File: src/rtl/svalu_pkg.sv
// ----------------------------------------------------------------------------
// svalu_pkg
// Shared types, widths and helpers for the Q16.16 vector ALU.
// ----------------------------------------------------------------------------
package svalu_pkg;

  localparam int LANES          = 4;
  localparam int MAX_COMPONENTS = 4;
  localparam int CNT_W          = 3;
  localparam int CMD_W          = 3;
  localparam int DATA_W         = 32;
  localparam int FRAC_W         = 16;
  localparam int XW             = DATA_W + 1;
  localparam int PROD_W         = 65;
  localparam int SUM_W          = 67;
  localparam int SAT_W          = SUM_W;
  localparam int RAD_W          = 66;
  localparam int ROOT_W         = 33;
  localparam int REM_W          = 36;
  localparam int SQ_STAGES      = ROOT_W;
  localparam int Q_W            = 17;
  localparam int DIV_STAGES     = Q_W;
  localparam int DVD_W          = 50;
  localparam int FRONT_STAGES   = 4;
  localparam int LINE_STAGES    = SQ_STAGES + DIV_STAGES;
  localparam int TOT_STAGES     = FRONT_STAGES + LINE_STAGES;

  typedef enum logic [CMD_W-1:0] {
    CMD_ADD   = 3'd0,
    CMD_SUB   = 3'd1,
    CMD_SCALE = 3'd2,
    CMD_LERP  = 3'd3,
    CMD_DOT   = 3'd4,
    CMD_MAGSQ = 3'd5,
    CMD_MAG   = 3'd6,
    CMD_NORM  = 3'd7
  } cmd_e;

  typedef logic signed [DATA_W-1:0] word_t;
  typedef word_t [LANES-1:0] vec_t;

  localparam word_t WORD_MAX = 32'sh7fff_ffff;
  localparam word_t WORD_MIN = 32'sh8000_0000;

  localparam logic signed [PROD_W-1:0] PROD_HALF = 65'sh8000;
  localparam logic signed [SUM_W-1:0]  SUM_HALF  = 67'sh8000;
  localparam logic signed [SAT_W-1:0]  SAT_HI    = SAT_W'(WORD_MAX);
  localparam logic signed [SAT_W-1:0]  SAT_LO    = SAT_W'(WORD_MIN);

  typedef struct packed {
    logic  flag;
    word_t val;
  } sat_t;

  typedef sat_t lane_res_t;

  typedef struct packed {
    cmd_e  cmd;
    logic  rsat;
    vec_t  r;
    logic  dsat;
    word_t dsc;
    vec_t  a;
  } side_t;

  typedef struct packed {
    vec_t  v;
    word_t sc;
    logic  flag;
  } out_t;

  function automatic sat_t sat32(input logic signed [SAT_W-1:0] v);
    sat_t r;
    r.flag = 1'b0;
    r.val  = v[DATA_W-1:0];
    if (v > SAT_HI) begin
      r.flag = 1'b1;
      r.val  = WORD_MAX;
    end else if (v < SAT_LO) begin
      r.flag = 1'b1;
      r.val  = WORD_MIN;
    end
    return r;
  endfunction

endpackage

File: src/rtl/svalu_isqrt.sv
// ----------------------------------------------------------------------------
// svalu_isqrt
// Pipelined floor square root, one root bit per stage.
// ----------------------------------------------------------------------------
module svalu_isqrt (
  input  logic                              clk_i,
  input  logic                              en_i,
  input  logic [svalu_pkg::RAD_W-1:0]       rad_i,
  output logic [svalu_pkg::ROOT_W-1:0]      root_o
);

  logic [svalu_pkg::REM_W-1:0]  rem_q  [svalu_pkg::SQ_STAGES-1];
  logic [svalu_pkg::RAD_W-1:0]  rad_q  [svalu_pkg::SQ_STAGES-1];
  logic [svalu_pkg::ROOT_W-1:0] root_q [svalu_pkg::SQ_STAGES];

  for (genvar k = 0; k < svalu_pkg::SQ_STAGES; k++) begin : g_stage
    logic [svalu_pkg::REM_W-1:0]  rem_p, rem_t, trial;
    logic [svalu_pkg::ROOT_W-1:0] root_p;
    logic [svalu_pkg::RAD_W-1:0]  rad_p;
    logic                         take;

    if (k == 0) begin : g_first
      assign rem_p  = '0;
      assign root_p = '0;
      assign rad_p  = rad_i;
    end else begin : g_next
      assign rem_p  = rem_q[k-1];
      assign root_p = root_q[k-1];
      assign rad_p  = rad_q[k-1];
    end

    // bring down the next radicand pair, try (root << 2) | 1
    assign rem_t = {rem_p[svalu_pkg::REM_W-3:0], rad_p[svalu_pkg::RAD_W-1 -: 2]};
    assign trial = svalu_pkg::REM_W'({root_p, 2'b01});
    assign take  = (rem_t >= trial);

    always_ff @(posedge clk_i) begin
      if (en_i) begin
        root_q[k] <= {root_p[svalu_pkg::ROOT_W-2:0], take};
      end
    end

    if (k < svalu_pkg::SQ_STAGES - 1) begin : g_carry
      always_ff @(posedge clk_i) begin
        if (en_i) begin
          rem_q[k] <= take ? rem_t - trial : rem_t;
          rad_q[k] <= rad_p << 2;
        end
      end
    end
  end

  assign root_o = root_q[svalu_pkg::SQ_STAGES-1];

endmodule

File: config.mk
export PLATFORM = sky130hd
export DESIGN_NAME = svalu_isqrt
export DESIGN_NICKNAME = d
export VERILOG_FILES = /design/src/rtl/svalu_pkg.sv /design/src/rtl/svalu_isqrt.sv
export SDC_FILE = /design/constraint.sdc
export NUM_CORES = 2
export LEC_CHECK = 0
export BUFFER_PORTS_ARGS = -buffer_cell sky130_fd_sc_hd__buf_2
export CAP_MARGIN = 40
export CORE_MARGIN = 3
export CORE_UTILIZATION = 38
export CTS_CLUSTER_DIAMETER = 30
export CTS_CLUSTER_SIZE = 10
export DETAILED_ROUTE_END_ITERATION = 8
export GPL_ROUTABILITY_DRIVEN = 0
export MAX_ROUTING_LAYER = met4
export PLACE_DENSITY = 0.61
export SKIP_CTS_REPAIR_TIMING = 1
export SYNTH_ARGS = -nofsm -noshare
export SYNTH_HDL_FRONTEND = slang
export SYNTH_MEMORY_MAX_BITS = 65536
export SYNTH_SLANG_ARGS = --single-unit
File: constraint.sdc
create_clock -name clk_i -period 6.5 [get_ports clk_i]
set_input_delay 0.65 -clock clk_i [delete_from_list [all_inputs] [get_ports clk_i]]
set_output_delay 0.65 -clock clk_i [all_outputs]
set_load 0.01 [all_outputs]
==> reports/qor.yml <==
ys_seq_area_share_pct: 64.8
status: "finished clean"
setup_tns_ns: 0
wire_per_inst_um: 17.0
final_cells: 14900
rsz0062_at_grt: "no"
worstSetupPathType: "flop to flop"
via_per_inst: 5.11
endpoint_kind: "flop"
clk_pin_slew_worst_paths_ns: 0.05
grt_max_degree: 192
routed_wirelength_um: 253000
num_rows: 208
core_um2: 322000
via_count: 76200
critical_path.most_common_cell: "or4_4"
power_density_nw_per_um2: 412
holdCritPathClass: "input port to flop"
netlist_area_um2: 123000
drive_above_1_share_pct: 11.6
cts_max_level: 6
synthFlopType: "edfxtp_1"
dieArea_um2: 331000
mostFrequentLayoutCells: "2654 x edfxtp_1, 747 x inv_1, 742 x nand2_1"
yosysUniqueCellTypes: 89
fin_ws_ns: 1.92
io_pins: 101
cts_inserted_buffers: 577
synth-edff-count: 2654
area_delta_synth_final_pct: 21.6
cts_tree: "built"
max-slew-margin-rel_pct: 21.3
critPathSlowestCell: "nor4_4"
synth_largest_area_cell: "edfxtp_1"
worst_setup_path_start_kind: "flop"
ys_seq_elements: 2654
path_delay_family: "simple AND/OR/NAND/NOR gates"
crit_required_ns: 7.20
clkSinkCount: 2654
synthesis.nets: 10200
cap_violations: 0
dieWidth_um: 575
port_buffers: 100
antenna_found_initial: 1
fmax_mhz: 218
final.period_utilization_pct: 70.5
yosys_warnings: 0
cp.buffers_inverters: 0
clk_path_buf_depth: 4
cts-root-buf: "clkbuf_16"
firstDrtPassIters: 8
post-place-ws_ns: 1.99
initial_core_util_pct: 38.2
report.final.slew_viol_count: 0
synth_area_leaders: "edfxtp_1 65%, ha_1 6.1%, xor2_1 3.2%"
synth_top_area_share_pct: 64.8
setup_viol: 0
finalCriticalPeriod_ns: 4.58
hold_viol: 0
cp_max_fo: 15
grt.total_usage_pct: 15.3
arrival_ns: 5.28
detail-route-antenna-nets: 0
async_flop_share_pct: 0
nets: 10800
fp.dieH_um: 575
grt_pass1_wl_um: 404000
drc_errors: 0
grt_pass1_vias: 77100
layout_commonest_cell: "edfxtp_1"
cp_cell_sequence: "ha_1 > or4_4 > nor4_2 > nand2_1 > or3_4 > or4_4 > or4_4 > nor4_4 > or2b_2 > nor4_1 > xor2_1"
syn_avg_cell_area_um2: 12.9
dp.cells: 13800
drt_iter0_markers: 5815
clock_latency_ns: 0.99
overflow: 0
worstMarginPinSlew_ns: 1.18
synthCells: 9507
dp_hpwl_um: 176000
cpPeakStageDelay_ns: 0.67
peakVddDrop_mv: 0.270
p_leak_nw: 57.6
fin_skew_ns: 0.0714
path summary, 6_finish.rpt:
check,cells past startpoint,slack [ns],from,to
max reg2reg,11,1.92,rem_q[0][74],rem_q[0][115]
min,1,0.14,en_i,rad_q[0][33]
min reg2reg,0,0.38,rad_q[0][353],rad_q[0][419]
max,11,1.92,rem_q[0][74],rem_q[0][115]
layer usage:
layer / wire length [µm] / track usage (%) / vias to the layer above
met5: 0 / - / -
met4: 13100 / 8.08 / 0
met3: 12300 / 2.51 / 749
met2: 125000 / 25.6 / 2175
met1: 103000 / 17.7 / 36600
li1: - / - / 36700
report_power, final:
| part | total, W | leakage, nW | internal (W) | switching (W) |
|---|---|---|---|---|
| clock | 0.0289 | 9.49 | 0.0194 | 0.00957 |
| combinational | 0.00965 | 22.5 | 0.00403 | 0.00562 |
| sequential | 0.0231 | 25.5 | 0.0217 | 0.00141 |
flip-flops by register name, summed over array words and instances, names as in the netlist:
name / cells
rad_q: 1056
rem_q: 1037
root_q: 561
cell families after synthesis:
kind of cell | share of synthesized area, %
AO/OA/AOI/OAI | 9.77
XOR/XNOR | 6.22
adder cells (fa/ha/maj) | 6.06
buffers and inverters | 2.87
flip-flops | 64.8
multiplexers | 0.526
other | 0.00305
AND/OR/NAND/NOR | 9.77
cells in the mapped netlist, drive strengths merged, types with 73 or more instances:
master / instances
xor2: 452
nand3: 148
edfxtp: 2654
nor4: 127
nand2b: 116
or3: 102
o21a: 109
clkbuf: 161
o31ai: 73
nand2: 742
a21o: 242
ha: 596
o21ai: 585
nor2b: 80
nor3: 229
nor2: 509
nand4: 101
inv: 749
a21oi: 549
xnor2: 421
metrics by stage:
stage / hold WS (ns) / util [%] / cell area, µm² / total power (W)
3_5_place_dp: 0.405 / 40.1 / 129000 / 0.0329
5_1_grt: 0.144 / 46.5 / 150000 / 0.0647
3_3_place_gp: 0.400 / 40.1 / 129000 / 0.0326
4_1_cts: -0.288 / 46.3 / 149000 / 0.0623
6_report: 0.143 / 46.5 / 150000 / 0.0617
2_1_floorplan: 0.400 / - / 123000 / 0.0299
layout make-up:
class | count | area [µm²]
well taps | 4305 | 5390
clock inverters | 406 | 4970
diodes | 1 | 2.50
fillers | 28100 | 172000
multi-input cells | 5921 | 39900
inverters | 750 | 2820
clock buffers | 645 | 14800
repair buffers | 241 | 2050
flip-flops and latches | 2654 | 79700
No activity file was read; power rests on OpenSTA's default activity.
