==> config.mk <==
export PLATFORM = sky130hd
export DESIGN_NAME = svalu_outq_flat
export DESIGN_NICKNAME = d
export VERILOG_FILES = /design/src/rtl/svalu_pkg.sv /design/src/rtl/svalu_if.sv /design/src/rtl/svalu_outq.sv /design/src/flat_wrapper.sv
export SDC_FILE = /design/constraint.sdc
export NUM_CORES = 1
export LEC_CHECK = 0
export CORE_MARGIN = 2
export CORE_UTILIZATION = 40
export DETAILED_ROUTE_END_ITERATION = 10
export DONT_BUFFER_PORTS = 1
export PLACE_DENSITY = 0.61
export SETUP_SLACK_MARGIN = 0.02
export SKIP_CTS_REPAIR_TIMING = 1
export SLEW_MARGIN = 0
export SYNTH_ARGS = -nofsm -noshare
export SYNTH_HDL_FRONTEND = slang
export SYNTH_SLANG_ARGS = --single-unit
==> constraint.sdc <==
create_clock -name clk_i -period 11.6 [get_ports clk_i]
set_input_delay 1.74 -clock clk_i [delete_from_list [all_inputs] [get_ports clk_i]]
set_output_delay 1.74 -clock clk_i [all_outputs]
set_load 0.005 [all_outputs]
==> src/rtl/svalu_pkg.sv <==
// ----------------------------------------------------------------------------
// svalu_pkg
// Shared types, widths and helpers for the Q16.16 vector ALU.
// ----------------------------------------------------------------------------
package svalu_pkg;

  localparam int LANES          = 4;
  localparam int MAX_COMPONENTS = 4;
  localparam int CNT_W          = 3;
  localparam int CMD_W          = 3;
  localparam int DATA_W         = 32;
  localparam int FRAC_W         = 16;
  localparam int XW             = DATA_W + 1;
  localparam int PROD_W         = 65;
  localparam int SUM_W          = 67;
  localparam int SAT_W          = SUM_W;
  localparam int RAD_W          = 66;
  localparam int ROOT_W         = 33;
  localparam int REM_W          = 36;
  localparam int SQ_STAGES      = ROOT_W;
  localparam int Q_W            = 17;
  localparam int DIV_STAGES     = Q_W;
  localparam int DVD_W          = 50;
  localparam int FRONT_STAGES   = 4;
  localparam int LINE_STAGES    = SQ_STAGES + DIV_STAGES;
  localparam int TOT_STAGES     = FRONT_STAGES + LINE_STAGES;

  typedef enum logic [CMD_W-1:0] {
    CMD_ADD   = 3'd0,
    CMD_SUB   = 3'd1,
    CMD_SCALE = 3'd2,
    CMD_LERP  = 3'd3,
    CMD_DOT   = 3'd4,
    CMD_MAGSQ = 3'd5,
    CMD_MAG   = 3'd6,
    CMD_NORM  = 3'd7
  } cmd_e;

  typedef logic signed [DATA_W-1:0] word_t;
  typedef word_t [LANES-1:0] vec_t;

  localparam word_t WORD_MAX = 32'sh7fff_ffff;
  localparam word_t WORD_MIN = 32'sh8000_0000;

  localparam logic signed [PROD_W-1:0] PROD_HALF = 65'sh8000;
  localparam logic signed [SUM_W-1:0]  SUM_HALF  = 67'sh8000;
  localparam logic signed [SAT_W-1:0]  SAT_HI    = SAT_W'(WORD_MAX);
  localparam logic signed [SAT_W-1:0]  SAT_LO    = SAT_W'(WORD_MIN);

  typedef struct packed {
    logic  flag;
    word_t val;
  } sat_t;

  typedef sat_t lane_res_t;

  typedef struct packed {
    cmd_e  cmd;
    logic  rsat;
    vec_t  r;
    logic  dsat;
    word_t dsc;
    vec_t  a;
  } side_t;

  typedef struct packed {
    vec_t  v;
    word_t sc;
    logic  flag;
  } out_t;

  function automatic sat_t sat32(input logic signed [SAT_W-1:0] v);
    sat_t r;
    r.flag = 1'b0;
    r.val  = v[DATA_W-1:0];
    if (v > SAT_HI) begin
      r.flag = 1'b1;
      r.val  = WORD_MAX;
    end else if (v < SAT_LO) begin
      r.flag = 1'b1;
      r.val  = WORD_MIN;
    end
    return r;
  endfunction

endpackage

==> src/rtl/svalu_if.sv <==


interface svalu_out_if;
  logic        valid;
  logic        ready;
  logic signed [31:0] out_0;
  logic signed [31:0] out_1;
  logic signed [31:0] out_2;
  logic signed [31:0] out_3;
  logic signed [31:0] scalar_out;
  logic        saturated;

  modport source (
    output valid, out_0, out_1, out_2, out_3, scalar_out, saturated,
    input  ready
  );
  modport sink (
    input  valid, out_0, out_1, out_2, out_3, scalar_out, saturated,
    output ready
  );
endinterface

==> src/rtl/svalu_outq.sv <==
// ----------------------------------------------------------------------------
// svalu_outq
// Two-entry result queue; decouples the pipeline from the result sink.
// ----------------------------------------------------------------------------
module svalu_outq (
  input  logic                clk_i,
  input  logic                rst_ni,
  input  logic                push_i,
  input  svalu_pkg::out_t     data_i,
  output logic                full_o,
  svalu_out_if.source         out_o
);

  svalu_pkg::out_t ent_q [2];
  logic            wr_q, rd_q;
  logic [1:0]      cnt_q;
  logic            pop;
  svalu_pkg::out_t head;

  assign pop    = out_o.valid && out_o.ready;
  assign full_o = (cnt_q == 2'd2);
  assign head   = ent_q[rd_q];

  always_ff @(posedge clk_i or negedge rst_ni) begin
    if (!rst_ni) begin
      wr_q  <= 1'b0;
      rd_q  <= 1'b0;
      cnt_q <= 2'd0;
    end else begin
      if (push_i) wr_q <= !wr_q;
      if (pop)    rd_q <= !rd_q;
      cnt_q <= cnt_q + 2'(push_i) - 2'(pop);
    end
  end

  always_ff @(posedge clk_i) begin
    if (push_i) ent_q[wr_q] <= data_i;
  end

  assign out_o.valid      = (cnt_q != 2'd0);
  assign out_o.out_0      = head.v[0];
  assign out_o.out_1      = head.v[1];
  assign out_o.out_2      = head.v[2];
  assign out_o.out_3      = head.v[3];
  assign out_o.scalar_out = head.sc;
  assign out_o.saturated  = head.flag;

endmodule
==> src/flat_wrapper.sv <==
// flat-port wrapper written by rule: the top's interface ports become plain ports
module svalu_outq_flat 
  (clk_i, rst_ni, push_i, data_i, full_o, out_o_valid, out_o_out_0, out_o_out_1, out_o_out_2, out_o_out_3, out_o_scalar_out, out_o_saturated, out_o_ready);
  svalu_out_if out_o_i ();
  input  logic clk_i;
  input  logic rst_ni;
  input  logic push_i;
  input  svalu_pkg::out_t data_i;
  output logic full_o;
  output wire logic [$bits(out_o_i.valid)-1:0] out_o_valid;
  output wire logic [$bits(out_o_i.out_0)-1:0] out_o_out_0;
  output wire logic [$bits(out_o_i.out_1)-1:0] out_o_out_1;
  output wire logic [$bits(out_o_i.out_2)-1:0] out_o_out_2;
  output wire logic [$bits(out_o_i.out_3)-1:0] out_o_out_3;
  output wire logic [$bits(out_o_i.scalar_out)-1:0] out_o_scalar_out;
  output wire logic [$bits(out_o_i.saturated)-1:0] out_o_saturated;
  input wire logic [$bits(out_o_i.ready)-1:0] out_o_ready;
  assign out_o_valid = out_o_i.valid;
  assign out_o_out_0 = out_o_i.out_0;
  assign out_o_out_1 = out_o_i.out_1;
  assign out_o_out_2 = out_o_i.out_2;
  assign out_o_out_3 = out_o_i.out_3;
  assign out_o_scalar_out = out_o_i.scalar_out;
  assign out_o_saturated = out_o_i.saturated;
  assign out_o_i.ready = out_o_ready;
  svalu_outq u_core (.clk_i(clk_i), .rst_ni(rst_ni), .push_i(push_i), .data_i(data_i), .full_o(full_o), .out_o(out_o_i));
endmodule
==> out/summary.txt <==
status -> finished, final reports clean
syn_nets -> 685
Mean Syn Cell Area -> 23.4 um^2
Die Wd -> 178 um
total CTS buffers -> 34
Power Total -> 3.41 mW
clk sinks -> 326
kind of critical path -> flop to output port
Finished Layout Cells -> 957
routed vias -> 4757
RSZ-0062 raised after global routing -> no
Final Hold Fails -> 0
routed len/inst -> 22.5 um
crit path time final -> 4570 ps
Final Wtd Congestion -> 0.749
initial drt markers -> 270
crit-path max FO -> 67
vias in the first global route -> 4996
fraction of layout instances using a drive strength above 1 -> 38.8%
CTS tree -> done
post-synth cell types -> 14
achievable clock frequency -> 219 MHz
post-layout util -> 45.6%
total negative slack -> 0 ps
Area Growth Syn to Fin -> 11.9%
relative slew slack -> 24.7%
Worst-Margin Slew -> 1130 ps
Remaining Overflow, GRT -> 0
Cell Area, Synth -> 12100 um^2
Power Density -> 251 nW/um^2
Die Area -> 31700 um^2
Worst EP required -> 9860 ps
worst skew pair latency -> 500 ps
Synth area leader -> edfxtp_1
global-route wire length before repair -> 30300 um
vias per cell -> 4.97
LEAKAGE -> 4.65 nW
Overall Global Routing Usage -> 12.8%
Final WS setup -> 7030 ps
crit share post-route -> 39.4%
FILL cells -> 2447
Max-Cap Viols -> 0
CORE AREA -> 29800 um^2
Detailed Place HPWL -> 14500 um
largest net degree at the start of global routing -> 72
initial core utilization -> 40.7%
Routed Antenna Nets -> 0
CTS clk-pin slew, worst paths -> 60 ps
# rows -> 63
main area contributors after synthesis -> edfxtp_1 80%, mux2_4 9.9%, mux2_2 7.5%
Routed WL -> 21500 um
Worst EP arrival -> 2830 ps
Inserted Diodes -> 0
register area share after synthesis -> 80.5%
Residual DRC -> 0
dpl cells -> 896
H-tree depth -> 2
Synthesis Warnings -> 0
most frequent cells in the layout -> 322 x edfxtp_1, 81 x mux2_2, 80 x mux2_4
root buffer cell -> clkbuf_16
hold crit path type -> flop to flop
Slew Limit Fails -> 0
startpoint types -> flop
Die H -> 178 um
Yosys top cell area share -> 79.7%
setup violators final -> 0
Bufs on Longest Clock Path -> 3
worst vdd ir -> 141 uV
most common cell after layout, fill and taps aside -> edfxtp_1
Setup Slack @ Placement -> 7510 ps
IO Pins -> 328
IO buf count -> 0
endpoint class of the critical path -> output port
initial antenna violation count -> 0
Syn Inst Count -> 518
Synth Register Bits -> 326
TritonRoute pass-1 iters -> 4
Final #Nets -> 709
clock skew -> 6.22 ps
[routing by layer]
layer  global-route usage [%]  vias up  part of all wire [%]
met4                     4.40        0                   2.4
met3                     7.42       40                    15
met1                     13.0     2367                    34
li1                         -     2106                     -
met5                        0        -                     0
met2                     21.8      244                    49
[logic make-up after synthesis]
logic type,synth area share (%)
compound gates,0.0619
xor+xnor,0.289
fa+ha+maj,0.206
buf+inv,1.32
flops,80.5
mux,17.4
simple gates,0.206
[cells in the mapped netlist]
| master | count |
|---|---|
| and2_1 | 1 |
| buf_2 | 8 |
| buf_6 | 10 |
| dfrtp_1 | 4 |
| edfxtp_1 | 322 |
| ha_1 | 2 |
| inv_1 | 2 |
| mux2_2 | 81 |
| mux2_4 | 80 |
| nor2b_1 | 2 |
| o21a_1 | 1 |
| or2_2 | 1 |
| xnor2_1 | 2 |
| xor2_1 | 2 |
[flip-flops by register name (all words and copies together) (netlist names)]
signal and flops:
u_core.wr_q 1, u_core.cnt_q 2, u_core.ent_q 322, u_core.rd_q 1
[where the power goes]
group | leakage (nW) | internal, mW | total, mW | switching [mW]
logic | 1.06 | 0.362 | 0.750 | 0.388
registers | 3.07 | 1.57 | 1.65 | 0.0847
clock network | 0.520 | 0.598 | 1.01 | 0.410
[worst max-delay path, cell delays in order, from the launching register on]
cell and delay [ps]:
dfrtp_4 830, buf_4 950, mux2_2 440
[cell type report]
type                       instances  area, um^2  area share, %
inverter                           2        7.51         0.0553
tap                              390         488           3.59
sequential                       326        9770           72.0
multi-input combinational        172        2220           16.3
clock buffer                      41         898           6.62
timing repair buffer               6        45.0          0.332
clock inverter                    20         153           1.12
[worst paths after layout]
path                       cells after the start  slack (ps)         from                    to
setup / recovery                               2        7030  u_core.rd_q        out_o_out_0[0]
max in group asynchronous                      0       10580       rst_ni           u_core.rd_q
min in group asynchronous                      0         940       rst_ni           u_core.rd_q
hold reg to reg                                1         540  u_core.wr_q           u_core.wr_q
hold / removal                                 1         540  u_core.wr_q           u_core.wr_q
setup reg to reg                               2        9090  u_core.wr_q  u_core.ent_q[0][100]
[metrics by stage]
| stage | instance area (um^2) | hold slack, ps |
|---|---|---|
| final | 13600 | 544 |
| after global routing | 13600 | 572 |
| after CTS | 13600 | 543 |
| after detailed placement | 12500 | 530 |
| after global placement | 12500 | 529 |
| after floorplan | 12100 | 455 |
Power figures use the tool's default switching activity.
