===== config.mk =====
export PLATFORM = sky130hd
export DESIGN_NAME = svalu_lane
export DESIGN_NICKNAME = d
export VERILOG_FILES = /design/src/rtl/svalu_pkg.sv /design/src/rtl/svalu_lane.sv
export SDC_FILE = /design/constraint.sdc
export NUM_CORES = 2
export LEC_CHECK = 0
export ABC_CLOCK_PERIOD_IN_PS = 12500
export BUFFER_PORTS_ARGS = -buffer_cell sky130_fd_sc_hd__clkbuf_2
export CORE_MARGIN = 3
export CORE_UTILIZATION = 62
export DETAILED_ROUTE_END_ITERATION = 10
export PLACE_DENSITY = 0.85
export SYNTH_ARGS = -nofsm -noshare
export SYNTH_HDL_FRONTEND = slang
export SYNTH_SLANG_ARGS = --single-unit

===== constraint.sdc =====
create_clock -name clk_i -period 12.5 [get_ports clk_i]
set_input_delay 2.5 -clock clk_i [delete_from_list [all_inputs] [get_ports clk_i]]
set_output_delay 2.5 -clock clk_i [all_outputs]
set_load 0.01 [all_outputs]

===== src/rtl/svalu_pkg.sv =====
// ----------------------------------------------------------------------------
// svalu_pkg
// Shared types, widths and helpers for the Q16.16 vector ALU.
// ----------------------------------------------------------------------------
package svalu_pkg;

  localparam int LANES          = 4;
  localparam int MAX_COMPONENTS = 4;
  localparam int CNT_W          = 3;
  localparam int CMD_W          = 3;
  localparam int DATA_W         = 32;
  localparam int FRAC_W         = 16;
  localparam int XW             = DATA_W + 1;
  localparam int PROD_W         = 65;
  localparam int SUM_W          = 67;
  localparam int SAT_W          = SUM_W;
  localparam int RAD_W          = 66;
  localparam int ROOT_W         = 33;
  localparam int REM_W          = 36;
  localparam int SQ_STAGES      = ROOT_W;
  localparam int Q_W            = 17;
  localparam int DIV_STAGES     = Q_W;
  localparam int DVD_W          = 50;
  localparam int FRONT_STAGES   = 4;
  localparam int LINE_STAGES    = SQ_STAGES + DIV_STAGES;
  localparam int TOT_STAGES     = FRONT_STAGES + LINE_STAGES;

  typedef enum logic [CMD_W-1:0] {
    CMD_ADD   = 3'd0,
    CMD_SUB   = 3'd1,
    CMD_SCALE = 3'd2,
    CMD_LERP  = 3'd3,
    CMD_DOT   = 3'd4,
    CMD_MAGSQ = 3'd5,
    CMD_MAG   = 3'd6,
    CMD_NORM  = 3'd7
  } cmd_e;

  typedef logic signed [DATA_W-1:0] word_t;
  typedef word_t [LANES-1:0] vec_t;

  localparam word_t WORD_MAX = 32'sh7fff_ffff;
  localparam word_t WORD_MIN = 32'sh8000_0000;

  localparam logic signed [PROD_W-1:0] PROD_HALF = 65'sh8000;
  localparam logic signed [SUM_W-1:0]  SUM_HALF  = 67'sh8000;
  localparam logic signed [SAT_W-1:0]  SAT_HI    = SAT_W'(WORD_MAX);
  localparam logic signed [SAT_W-1:0]  SAT_LO    = SAT_W'(WORD_MIN);

  typedef struct packed {
    logic  flag;
    word_t val;
  } sat_t;

  typedef sat_t lane_res_t;

  typedef struct packed {
    cmd_e  cmd;
    logic  rsat;
    vec_t  r;
    logic  dsat;
    word_t dsc;
    vec_t  a;
  } side_t;

  typedef struct packed {
    vec_t  v;
    word_t sc;
    logic  flag;
  } out_t;

  function automatic sat_t sat32(input logic signed [SAT_W-1:0] v);
    sat_t r;
    r.flag = 1'b0;
    r.val  = v[DATA_W-1:0];
    if (v > SAT_HI) begin
      r.flag = 1'b1;
      r.val  = WORD_MAX;
    end else if (v < SAT_LO) begin
      r.flag = 1'b1;
      r.val  = WORD_MIN;
    end
    return r;
  endfunction

endpackage


===== src/rtl/svalu_lane.sv =====
// ----------------------------------------------------------------------------
// svalu_lane
// One component lane: operand select, multiply, round and saturate.
// ----------------------------------------------------------------------------
module svalu_lane (
  input  logic                        clk_i,
  input  logic                        en_i,
  input  svalu_pkg::cmd_e             cmd_i,
  input  svalu_pkg::word_t            a_i,
  input  svalu_pkg::word_t            b_i,
  input  svalu_pkg::word_t            s_i,
  output logic signed [svalu_pkg::PROD_W-1:0] prod_o,
  output svalu_pkg::lane_res_t        res_o
);

  logic signed [svalu_pkg::XW-1:0]     x_d, x_q, sum_d, sum1_q, sum2_q;
  svalu_pkg::word_t                    y_d, y_q, a1_q, a2_q;
  svalu_pkg::cmd_e                     cmd1_q, cmd2_q;
  logic signed [svalu_pkg::PROD_W-1:0] prod_q, rnd;
  svalu_pkg::lane_res_t                res_d, res_q;

  always_comb begin
    // lerp multiplies the difference, everything else multiplies a
    x_d = (cmd_i == svalu_pkg::CMD_LERP) ? svalu_pkg::XW'(b_i) - svalu_pkg::XW'(a_i)
                                         : svalu_pkg::XW'(a_i);
    case (cmd_i)
      svalu_pkg::CMD_DOT:   y_d = b_i;
      svalu_pkg::CMD_SCALE: y_d = s_i;
      svalu_pkg::CMD_LERP:  y_d = s_i;
      default:              y_d = a_i;
    endcase
    sum_d = (cmd_i == svalu_pkg::CMD_SUB) ? svalu_pkg::XW'(a_i) - svalu_pkg::XW'(b_i)
                                          : svalu_pkg::XW'(a_i) + svalu_pkg::XW'(b_i);
  end

  always_ff @(posedge clk_i) begin
    if (en_i) begin
      x_q    <= x_d;
      y_q    <= y_d;
      sum1_q <= sum_d;
      a1_q   <= a_i;
      cmd1_q <= cmd_i;
      prod_q <= x_q * y_q;
      sum2_q <= sum1_q;
      a2_q   <= a1_q;
      cmd2_q <= cmd1_q;
      res_q  <= res_d;
    end
  end

  assign rnd = (prod_q + svalu_pkg::PROD_HALF) >>> svalu_pkg::FRAC_W;

  always_comb begin
    case (cmd2_q)
      svalu_pkg::CMD_ADD,
      svalu_pkg::CMD_SUB:   res_d = svalu_pkg::sat32(svalu_pkg::SAT_W'(sum2_q));
      svalu_pkg::CMD_SCALE: res_d = svalu_pkg::sat32(svalu_pkg::SAT_W'(rnd));
      svalu_pkg::CMD_LERP:  res_d = svalu_pkg::sat32(svalu_pkg::SAT_W'(a2_q)
                                                    + svalu_pkg::SAT_W'(rnd));
      default:              res_d = '0;
    endcase
  end

  assign prod_o = prod_q;
  assign res_o  = res_q;

endmodule


==> impl_metrics.py <==
metrics = {
    "clock_tree": {
        "cts_root_buffer": "clkbuf_16",
        "cts_buffer_depth": 3,
        "hold_buffers": 0,
        "cts_sinks": 299,
        "cts-resized-gates": 0,
        "numCtsBuffers": 31,
        "clkLatencyLatePin_ns": 0.60,
        "clk_pin_slew_ns": 0.07,
        "h-tree-depth": 1,
        "cts_tree": "yes",
        "cts_setup_buffers": 0,
    },
    "floorplan": {
        "coreArea_sq_um": 87700,
        "dieArea_sq_um": 93000,
        "die_x_microns": 305,
        "dieHeight_microns": 305,
        "start_util": 0.632,
        "num_rows": 108,
        "pin_count": 199,
    },
    "yosys": {
        "synth_area_sq_um": 55400,
        "synth_cell_type_count": 89,
        "syn_inst": 5662,
        "syn_avg_cell_area_sq_um": 9.78,
        "synth_top_area_frac": 0.403,
        "yosys_register_bits": 299,
        "synth_warnings": 0,
        "async_reset_ff_frac": 0,
        "synth_top_area_cell": "fa_1",
        "synth_flop_cell": "edfxtp_1",
        "synth_edf_count": 299,
        "synthTopCellsByArea": "fa_1, edfxtp_1, inv_1",
        "seq_area_frac_synth": 0.162,
        "syn_nets": 7179,
    },
    "sta": {
        "skew_ns": 0.0151,
        "finalCriticalPeriod_ns": 9.62,
        "setup_viol": 0,
        "drv_slew": 0,
        "slew-limit-headroom": 0.0372,
        "fin_setup_tns_ns": 0,
        "worst_slew_pin_slew_ns": 1.44,
        "fmax_ghz": 0.104,
        "hold_viol": 0,
        "period_share": 0.770,
        "rsz0062_at_grt": "false",
    },
    "worst_setup_path": {
        "crit_arrival_ns": 10.04,
        "startpoint": "y_q[5]",
        "critPathKind": "reg -> reg",
        "critical_path.endpoint": "prod_o[64]",
        "ff2ff_path_depth": 23,
        "rr_startpoint": "y_q[5]",
        "crit_required_ns": 12.92,
        "r2r-end": "prod_o[64]",
        "startpoint_type": "register",
        "r2r_slack_ns": 2.88,
        "endpoint_kind": "register",
        "cp_max_fo": 33,
    },
    "global_route": {
        "grt_overflow_total": 0,
        "grtUsageTotal": 0.344,
        "grt_pass1_vias": 45345,
        "grt_antenna_before_repair": 6,
        "grt_max_degree": 81,
        "grt_pass1_wl_mm": 248,
    },
    "layout": {
        "finalInstanceArea_sq_um": 58300,
        "mostFrequentLayoutCells": "fa_1, inv_1, nand2_1, and2_1, ha_1",
        "drive_gt1_frac": 0.0625,
        "finish.utilization": 0.665,
        "nNetsFinal": 7225,
        "synthToLayoutAreaGrowth_pct": 5.32,
        "nFillCells": 6541,
        "instances_no_fill": 6888,
        "final_common_cell": "fa_1",
    },
    "placed_design": {
        "io_buffers": 198,
        "dpl_cell_area_sq_um": 57400,
        "place_hpwl_mm": 121,
        "place_congestion": 0.974,
        "place_inst": 6830,
    },
    "route": {
        "drt_iter0_drc": 4434,
        "post-route-drc-count": 0,
        "num_vias": 42448,
        "drt-total-wl_mm": 157,
        "wl_per_cell_microns": 22.9,
        "via_per_inst": 6.16,
        "drt_pass1_iterations": 6,
        "detail-route-antenna-nets": 0,
    },
    "flow_run": {
        "cap_violations": 0,
    },
    "min_path": {
        "worstHoldPathType": "reg -> reg",
    },
    "outcome": {
        "status": "complete, no violations",
    },
}
## routing by layer
layer,up-vias,part of all wire,track usage
li1,17822,-,-
met1,21251,0.35,0.426
met2,2611,0.48,0.558
met3,762,0.097,0.0591
met4,2,0.081,0.229
met5,-,0.000070,0
## sequential cells by signal, summed over array words and instances, names as in the netlist
signal  flops
prod_o     65
res_o      33
sum1_q     33
sum2_q     33
x_q        33
a1_q       32
a2_q       32
y_q        32
cmd1_q      3
cmd2_q      3
## stage by stage
stage	hold slack [ns]	setup WS [ns]
final	0.413	2.88
after global routing	0.413	2.42
after CTS	0.412	3.02
after detailed placement	0.405	3.06
after global placement	0.401	3.41
after floorplan	0.400	4.71
## Yosys cell counts (14+ instances only)
| cell type | count |
|---|---|
| and3_1 | 31 |
| o21a_1 | 23 |
| nor2_1 | 122 |
| inv_1 | 1080 |
| o21bai_1 | 27 |
| nand2b_1 | 38 |
| clkbuf_1 | 235 |
| a221o_1 | 33 |
| nor3_1 | 83 |
| nor2b_1 | 24 |
| and2_1 | 546 |
| nand3_1 | 85 |
| nand4_1 | 31 |
| o21ai_0 | 163 |
| edfxtp_1 | 299 |
| ha_1 | 301 |
| xor2_1 | 78 |
| a211o_1 | 30 |
| nand2_1 | 655 |
| or3_1 | 23 |
| o31ai_1 | 20 |
| xnor2_1 | 162 |
| a21oi_1 | 151 |
| a211oi_1 | 21 |
| nor4_1 | 14 |
| a21o_1 | 63 |
| fa_1 | 1115 |
| a31oi_1 | 16 |
## cell type report
| type | count | area (sq um) | share of cell area |
|---|---|---|---|
| diodes | 2 | 5.00 | 0.0000858 |
| clock buffers | 38 | 802 | 0.0137 |
| clock inverters | 18 | 113 | 0.00193 |
| inverters | 1081 | 4060 | 0.0696 |
| multi-input cells | 4024 | 41400 | 0.709 |
| flip-flops and latches | 299 | 8980 | 0.154 |
| well taps | 1155 | 1450 | 0.0248 |
| repair buffers | 271 | 1550 | 0.0266 |
## worst max-delay path, stage by stage, from the launching register on
cell	delay, ns
edfxtp_1	1.22
nand2_1	0.31
inv_1	0.17
fa_1	0.40
inv_1	0.28
fa_1	0.48
inv_1	0.27
fa_1	0.51
fa_1	0.89
inv_1	0.43
fa_1	0.61
inv_1	0.06
fa_1	0.55
fa_1	0.46
fa_1	0.48
ha_1	0.24
or3_1	0.34
or3_1	0.33
a211o_1	0.27
a41oi_1	0.26
o21ai_0	0.22
a31oi_1	0.36
nor2_1	0.09
a211oi_1	0.19
## kinds of logic (layout without fill, tap and decap cells)
group	count (synthesis)	count (layout)	synth area share
AOI/OAI and AO/OA	654	654	0.0804
DFF	299	299	0.162
muxes	5	5	0.000926
xor gates and xnor gates	240	240	0.0380
buffers and inverters	1339	1408	0.0913
other	0	2	0
adders and majority gates	1416	1416	0.471
and+or+nand+nor	1709	1709	0.156
## how the worst min path moves through the flow
| stage | slack [ns] | endpoint | from | cells past startpoint |
|---|---|---|---|---|
| floorplan | 0.40 | a2_q[0] | a1_q[0] | 0 |
| global placement | 0.40 | a2_q[13] | a1_q[13] | 0 |
| detailed placement | 0.40 | sum2_q[4] | sum1_q[4] | 0 |
| CTS | 0.41 | a2_q[20] | a1_q[20] | 0 |
| global route | 0.41 | a2_q[20] | a1_q[20] | 0 |
| finish | 0.41 | a2_q[20] | a1_q[20] | 0 |
Power is left out: the tool's default activity adds up to more than one toggle a clock period on the data nets, which glitch-free logic cannot reach.
