**config.mk**
```make
export PLATFORM = sky130hd
export DESIGN_NAME = svalu_div
export DESIGN_NICKNAME = d
export VERILOG_FILES = /design/src/rtl/svalu_pkg.sv /design/src/rtl/svalu_div.sv
export SDC_FILE = /design/constraint.sdc
export NUM_CORES = 2
export LEC_CHECK = 0
export BUFFER_PORTS_ARGS = -buffer_cell sky130_fd_sc_hd__buf_2
export CORE_MARGIN = 2
export CORE_UTILIZATION = 25
export DETAILED_ROUTE_END_ITERATION = 8
export REMOVE_ABC_BUFFERS = 1
export SLEW_MARGIN = 20
export SYNTH_ARGS = -nofsm -noshare
export SYNTH_HDL_FRONTEND = slang
export SYNTH_SLANG_ARGS = --single-unit
```
**constraint.sdc**
```tcl
create_clock -name clk_i -period 7.8 [get_ports clk_i]
set_input_delay 1.56 -clock clk_i [delete_from_list [all_inputs] [get_ports clk_i]]
set_output_delay 1.56 -clock clk_i [all_outputs]
set_load 0.03 [all_outputs]
```
**src/rtl/svalu_pkg.sv**
```systemverilog
// ----------------------------------------------------------------------------
// svalu_pkg
// Shared types, widths and helpers for the Q16.16 vector ALU.
// ----------------------------------------------------------------------------
package svalu_pkg;

  localparam int LANES          = 4;
  localparam int MAX_COMPONENTS = 4;
  localparam int CNT_W          = 3;
  localparam int CMD_W          = 3;
  localparam int DATA_W         = 32;
  localparam int FRAC_W         = 16;
  localparam int XW             = DATA_W + 1;
  localparam int PROD_W         = 65;
  localparam int SUM_W          = 67;
  localparam int SAT_W          = SUM_W;
  localparam int RAD_W          = 66;
  localparam int ROOT_W         = 33;
  localparam int REM_W          = 36;
  localparam int SQ_STAGES      = ROOT_W;
  localparam int Q_W            = 17;
  localparam int DIV_STAGES     = Q_W;
  localparam int DVD_W          = 50;
  localparam int FRONT_STAGES   = 4;
  localparam int LINE_STAGES    = SQ_STAGES + DIV_STAGES;
  localparam int TOT_STAGES     = FRONT_STAGES + LINE_STAGES;

  typedef enum logic [CMD_W-1:0] {
    CMD_ADD   = 3'd0,
    CMD_SUB   = 3'd1,
    CMD_SCALE = 3'd2,
    CMD_LERP  = 3'd3,
    CMD_DOT   = 3'd4,
    CMD_MAGSQ = 3'd5,
    CMD_MAG   = 3'd6,
    CMD_NORM  = 3'd7
  } cmd_e;

  typedef logic signed [DATA_W-1:0] word_t;
  typedef word_t [LANES-1:0] vec_t;

  localparam word_t WORD_MAX = 32'sh7fff_ffff;
  localparam word_t WORD_MIN = 32'sh8000_0000;

  localparam logic signed [PROD_W-1:0] PROD_HALF = 65'sh8000;
  localparam logic signed [SUM_W-1:0]  SUM_HALF  = 67'sh8000;
  localparam logic signed [SAT_W-1:0]  SAT_HI    = SAT_W'(WORD_MAX);
  localparam logic signed [SAT_W-1:0]  SAT_LO    = SAT_W'(WORD_MIN);

  typedef struct packed {
    logic  flag;
    word_t val;
  } sat_t;

  typedef sat_t lane_res_t;

  typedef struct packed {
    cmd_e  cmd;
    logic  rsat;
    vec_t  r;
    logic  dsat;
    word_t dsc;
    vec_t  a;
  } side_t;

  typedef struct packed {
    vec_t  v;
    word_t sc;
    logic  flag;
  } out_t;

  function automatic sat_t sat32(input logic signed [SAT_W-1:0] v);
    sat_t r;
    r.flag = 1'b0;
    r.val  = v[DATA_W-1:0];
    if (v > SAT_HI) begin
      r.flag = 1'b1;
      r.val  = WORD_MAX;
    end else if (v < SAT_LO) begin
      r.flag = 1'b1;
      r.val  = WORD_MIN;
    end
    return r;
  endfunction

endpackage

```
**src/rtl/svalu_div.sv**
```systemverilog
// ----------------------------------------------------------------------------
// svalu_div
// Pipelined restoring divider for one normalize lane, rounded half away
// from zero: (|a| * 2^16 + m/2) / m, one quotient bit per stage.
// ----------------------------------------------------------------------------
module svalu_div (
  input  logic                          clk_i,
  input  logic                          en_i,
  input  svalu_pkg::word_t              a_i,
  input  logic [svalu_pkg::ROOT_W-1:0]  m_i,
  output svalu_pkg::word_t              q_o,
  output logic [svalu_pkg::ROOT_W-1:0]  m_o
);

  logic [svalu_pkg::DVD_W-1:0]  rem_q [svalu_pkg::DIV_STAGES-1];
  logic [svalu_pkg::Q_W-1:0]    q_q   [svalu_pkg::DIV_STAGES];
  logic [svalu_pkg::ROOT_W-1:0] m_q   [svalu_pkg::DIV_STAGES];
  logic                         neg_q [svalu_pkg::DIV_STAGES];

  logic [svalu_pkg::DATA_W-1:0] mag;
  logic [svalu_pkg::DVD_W-1:0]  dvd;
  svalu_pkg::word_t             qx;

  assign mag = a_i[svalu_pkg::DATA_W-1] ? svalu_pkg::DATA_W'(-a_i) : a_i;
  assign dvd = svalu_pkg::DVD_W'({mag, {svalu_pkg::FRAC_W{1'b0}}})
             + svalu_pkg::DVD_W'(m_i >> 1);

  // |a| never exceeds m, so the quotient fits in Q_W bits
  for (genvar k = 0; k < svalu_pkg::DIV_STAGES; k++) begin : g_stage
    localparam int B = svalu_pkg::Q_W - 1 - k;
    logic [svalu_pkg::DVD_W-1:0]  rem_p, dsh;
    logic [svalu_pkg::Q_W-1:0]    q_p;
    logic [svalu_pkg::ROOT_W-1:0] m_p;
    logic                         neg_p, take;

    if (k == 0) begin : g_first
      assign rem_p = dvd;
      assign q_p   = '0;
      assign m_p   = m_i;
      assign neg_p = a_i[svalu_pkg::DATA_W-1];
    end else begin : g_next
      assign rem_p = rem_q[k-1];
      assign q_p   = q_q[k-1];
      assign m_p   = m_q[k-1];
      assign neg_p = neg_q[k-1];
    end

    assign dsh  = svalu_pkg::DVD_W'(m_p) << B;
    assign take = (rem_p >= dsh);

    always_ff @(posedge clk_i) begin
      if (en_i) begin
        q_q[k]   <= q_p | (svalu_pkg::Q_W'(take) << B);
        m_q[k]   <= m_p;
        neg_q[k] <= neg_p;
      end
    end

    if (k < svalu_pkg::DIV_STAGES - 1) begin : g_carry
      always_ff @(posedge clk_i) begin
        if (en_i) begin
          rem_q[k] <= take ? rem_p - dsh : rem_p;
        end
      end
    end
  end

  assign qx  = svalu_pkg::word_t'(svalu_pkg::DATA_W'(q_q[svalu_pkg::DIV_STAGES-1]));
  assign q_o = neg_q[svalu_pkg::DIV_STAGES-1] ? -qx : qx;
  assign m_o = m_q[svalu_pkg::DIV_STAGES-1];

endmodule

```
==> impl_metrics.json <==
{
  "yosys_warnings": 0,
  "p_seq_share_pct": 36.9,
  "min-delay-start": "q_q[13][13]",
  "post_drt_wl_per_cell_um": 14.2,
  "fmax_ghz": 0.144,
  "crit_path_start": "a_i[5]",
  "yosys.area_share.simple_pct": 11.6,
  "reg2reg_from": "rem_q[1][161]",
  "htreeDepth": 4,
  "cts_setup_buffers": 0,
  "coreArea_mm2": 0.326,
  "synth_xor_area_share_pct": 7.00,
  "status": "finished, final reports clean",
  "finalNetCount": 8484,
  "port_buffers": 131,
  "initial_utilization_pct": 25.1,
  "drc_errors": 0,
  "stdcell_count": 12300,
  "power_density_mw_per_mm2": 354,
  "dp.cells": 12000,
  "grt_overflow": 0,
  "hold_path.class": "flop to flop",
  "rsz0062_at_grt": "no",
  "cp-endpoint": "rem_q[0][45]",
  "period_share_pct": 89.1,
  "synth_mux_area_share_pct": 1.16,
  "fin_util_pct": 28.4,
  "power_frac_clock_pct": 21.7,
  "rr_endpoint": "rem_q[1][217]",
  "die_h_um": 576,
  "worst_pin_slew_ps": 1080,
  "dpl.hpwl_mm": 133,
  "place_ws_ps": 100,
  "holdWs_ps": 394,
  "ant_nets": 0,
  "drive_gt1_share_pct": 6.94,
  "insertion_delay_ps": 810,
  "worstPathMaxFanout": 5,
  "yosysMostFrequentCell": "edfxtp_1",
  "final_area_mm2": 0.0927,
  "firstDrtPassIters": 6,
  "grt_pass1_wl_mm": 282,
  "rr_worst_depth": 12,
  "place_congestion": 0.892,
  "synth_edf_count": 1395,
  "crit_type": "input pin to flop",
  "max_slew_margin_pct": 27.5,
  "setup_viol": 0,
  "power_switching_mw": 11.7,
  "ctsResizeCount": 0,
  "synth_top_area_share_pct": 51.2,
  "track_usage_pct": 10.3,
  "routed_wl_mm": 175,
  "setup_ws_ps": 851,
  "yosys.area_share.adder_pct": 9.27,
  "antenna_found_initial": 3,
  "ir_drop_mv": 0.171,
  "start_kind": "input pin",
  "leakagePower_nw": 36.0,
  "synth_top_cell_by_area": "edfxtp_1",
  "cp_data_required_time_ps": 8330,
  "slew_viol_final": 0,
  "root_buffer": "clkbuf_16",
  "ff2ff_setup_slack_ps": 2860,
  "synth-async-reset-ratio_pct": 0,
  "synth_seq_cells": 1395,
  "numCtsBuffers": 155,
  "dieWidth_um": 576,
  "ys.flop_type": "edfxtp_1",
  "cts.sinks": 1395,
  "netlist_top_cells_count": "1395 x edfxtp_1, 706 x inv_1, 659 x nand2_1",
  "period_needed_ps": 6950,
  "finalHoldViolCount": 0,
  "dpl-instance-area_mm2": 0.0879,
  "avgViaCountPerCell": 4.48,
  "syn_area_mm2": 0.0818,
  "io_pins": 132,
  "syn-mean-instance-area_um2": 10.7,
  "endpoint_kind": "flop",
  "drv_cap": 0,
  "yosys-top-cells-area": "edfxtp_1 51%, ha_1 8.9%, xnor2_1 3.8%",
  "finClkSkew_ps": 48.4,
  "p_int_mw": 21.1,
  "rows": 210,
  "synth_compound_area_share_pct": 15.7,
  "cts_tree": "built",
  "area_growth_pct": 13.3,
  "synthCells": 7647,
  "synth_cell_types": 88,
  "yosysSeqAreaShare_pct": 51.2,
  "pwr-share-comb_pct": 41.4,
  "synth_top_family_by_area": "compound AO/OA/AOI/OAI gates",
  "die_area_mm2": 0.332,
  "swShare_pct": 35.7,
  "cp.arrival_ps": 7480,
  "holdBufCountCts": 0,
  "grt_pass1_vias": 54300,
  "clockBufferDepth": 4,
  "drt_iter0_drc": 3351,
  "clk_pin_slew_ps": 60,
  "vias": 55100,
  "grt_max_degree": 179
}
## worst min-delay path by stage
stage / endpoint / slack (ps) / depth (start not counted)
after floorplan: neg_q[10] / 400 / 0
final: q_q[14][13] / 390 / 0
after CTS: q_q[7][14] / 380 / 0
after global placement: q_q[13][5] / 400 / 0
after detailed placement: neg_q[14] / 400 / 0
after global routing: neg_q[8] / 400 / 0
## critical path, cell delays in order
cell      delay, ps
buf_2           110
or4_4           590
nor3_1          210
nand3_1         170
o41ai_1         330
xnor2_1         180
ha_1            290
and2_1          220
a221o_1         330
a221oi_1        260
o21ai_0         230
nor2b_1         200
o21ai_0         140
a21oi_1          90
a31oi_1         180
xnor2_1         210
ha_1            340
nor2b_1         150
o21ai_0         170
nand2b_1        110
o21ai_0         220
a31oi_1         180
and2_1          210
a31oi_1         220
o21ai_0         130
xor2_1          150
mux2_1          310
## placed cells by master (no fill, tap or decap), types with 65 or more instances in the layout
master / count
edfxtp_1: 1395
inv_1: 706
nand2_1: 659
a21oi_1: 623
ha_1: 579
o21ai_0: 573
nor2_1: 399
xnor2_1: 358
a21o_1: 301
xor2_1: 296
clkbuf_16: 155
nor3_1: 132
buf_2: 130
nand3_1: 121
nand4_1: 110
nand2b_1: 97
o21a_1: 90
nor2b_1: 79
nor4_1: 78
mux2_2: 76
o21bai_1: 65
## power groups by stage
stage / combinational, mW / clock [mW] / sequential [mW]
3_3_place_gp: 13.4 / 0 / 12.3
2_1_floorplan: 10.7 / 0 / 11.8
5_1_grt: 15.3 / 7.62 / 12.3
4_1_cts: 13.6 / 7.34 / 12.1
6_report: 13.6 / 7.11 / 12.1
3_5_place_dp: 13.5 / 0 / 12.3
## stage by stage
step           TNS, ps  power, mW
6_report             0       32.8
5_1_grt              0       35.3
4_1_cts              0       33.0
3_5_place_dp         0       25.7
3_3_place_gp         0       25.7
2_1_floorplan   -12910       22.5
## layout make-up
type,instances,area [µm²]
antenna,2,5.00
clock buffer,189,4010
clock inverter,77,792
fill,33900,234000
inverter,709,2660
multi-input combinational,5365,36700
sequential,1395,41900
tap,4346,5440
timing repair buffer,195,1210
## kinds of logic (layout without fill, tap and decap cells)
| group | after synthesis | after routing |
|---|---|---|
| AOI/OAI and AO/OA | 2085 | 2085 |
| and+or+nand+nor | 1944 | 1944 |
| DFF | 1395 | 1395 |
| buffers and inverters | 887 | 1170 |
| xor gates and xnor gates | 654 | 654 |
| adders and majority gates | 596 | 596 |
| muxes | 85 | 85 |
| other | 1 | 3 |
## flip-flops by register name, indices dropped and copies added (netlist names)
register,cells
neg_q,17
q_q,153
rem_q,664
m_q,561
## metal layers
| layer | GRT usage (%) | share of wire, % | vias up |
|---|---|---|---|
| met5 | 0 | 0 | - |
| met4 | 4.54 | 4.7 | 0 |
| met3 | 1.36 | 3.4 | 395 |
| met2 | 18.0 | 47 | 1019 |
| met1 | 12.5 | 44 | 25200 |
| li1 | - | - | 28400 |
Power figures use the tool's default switching activity.
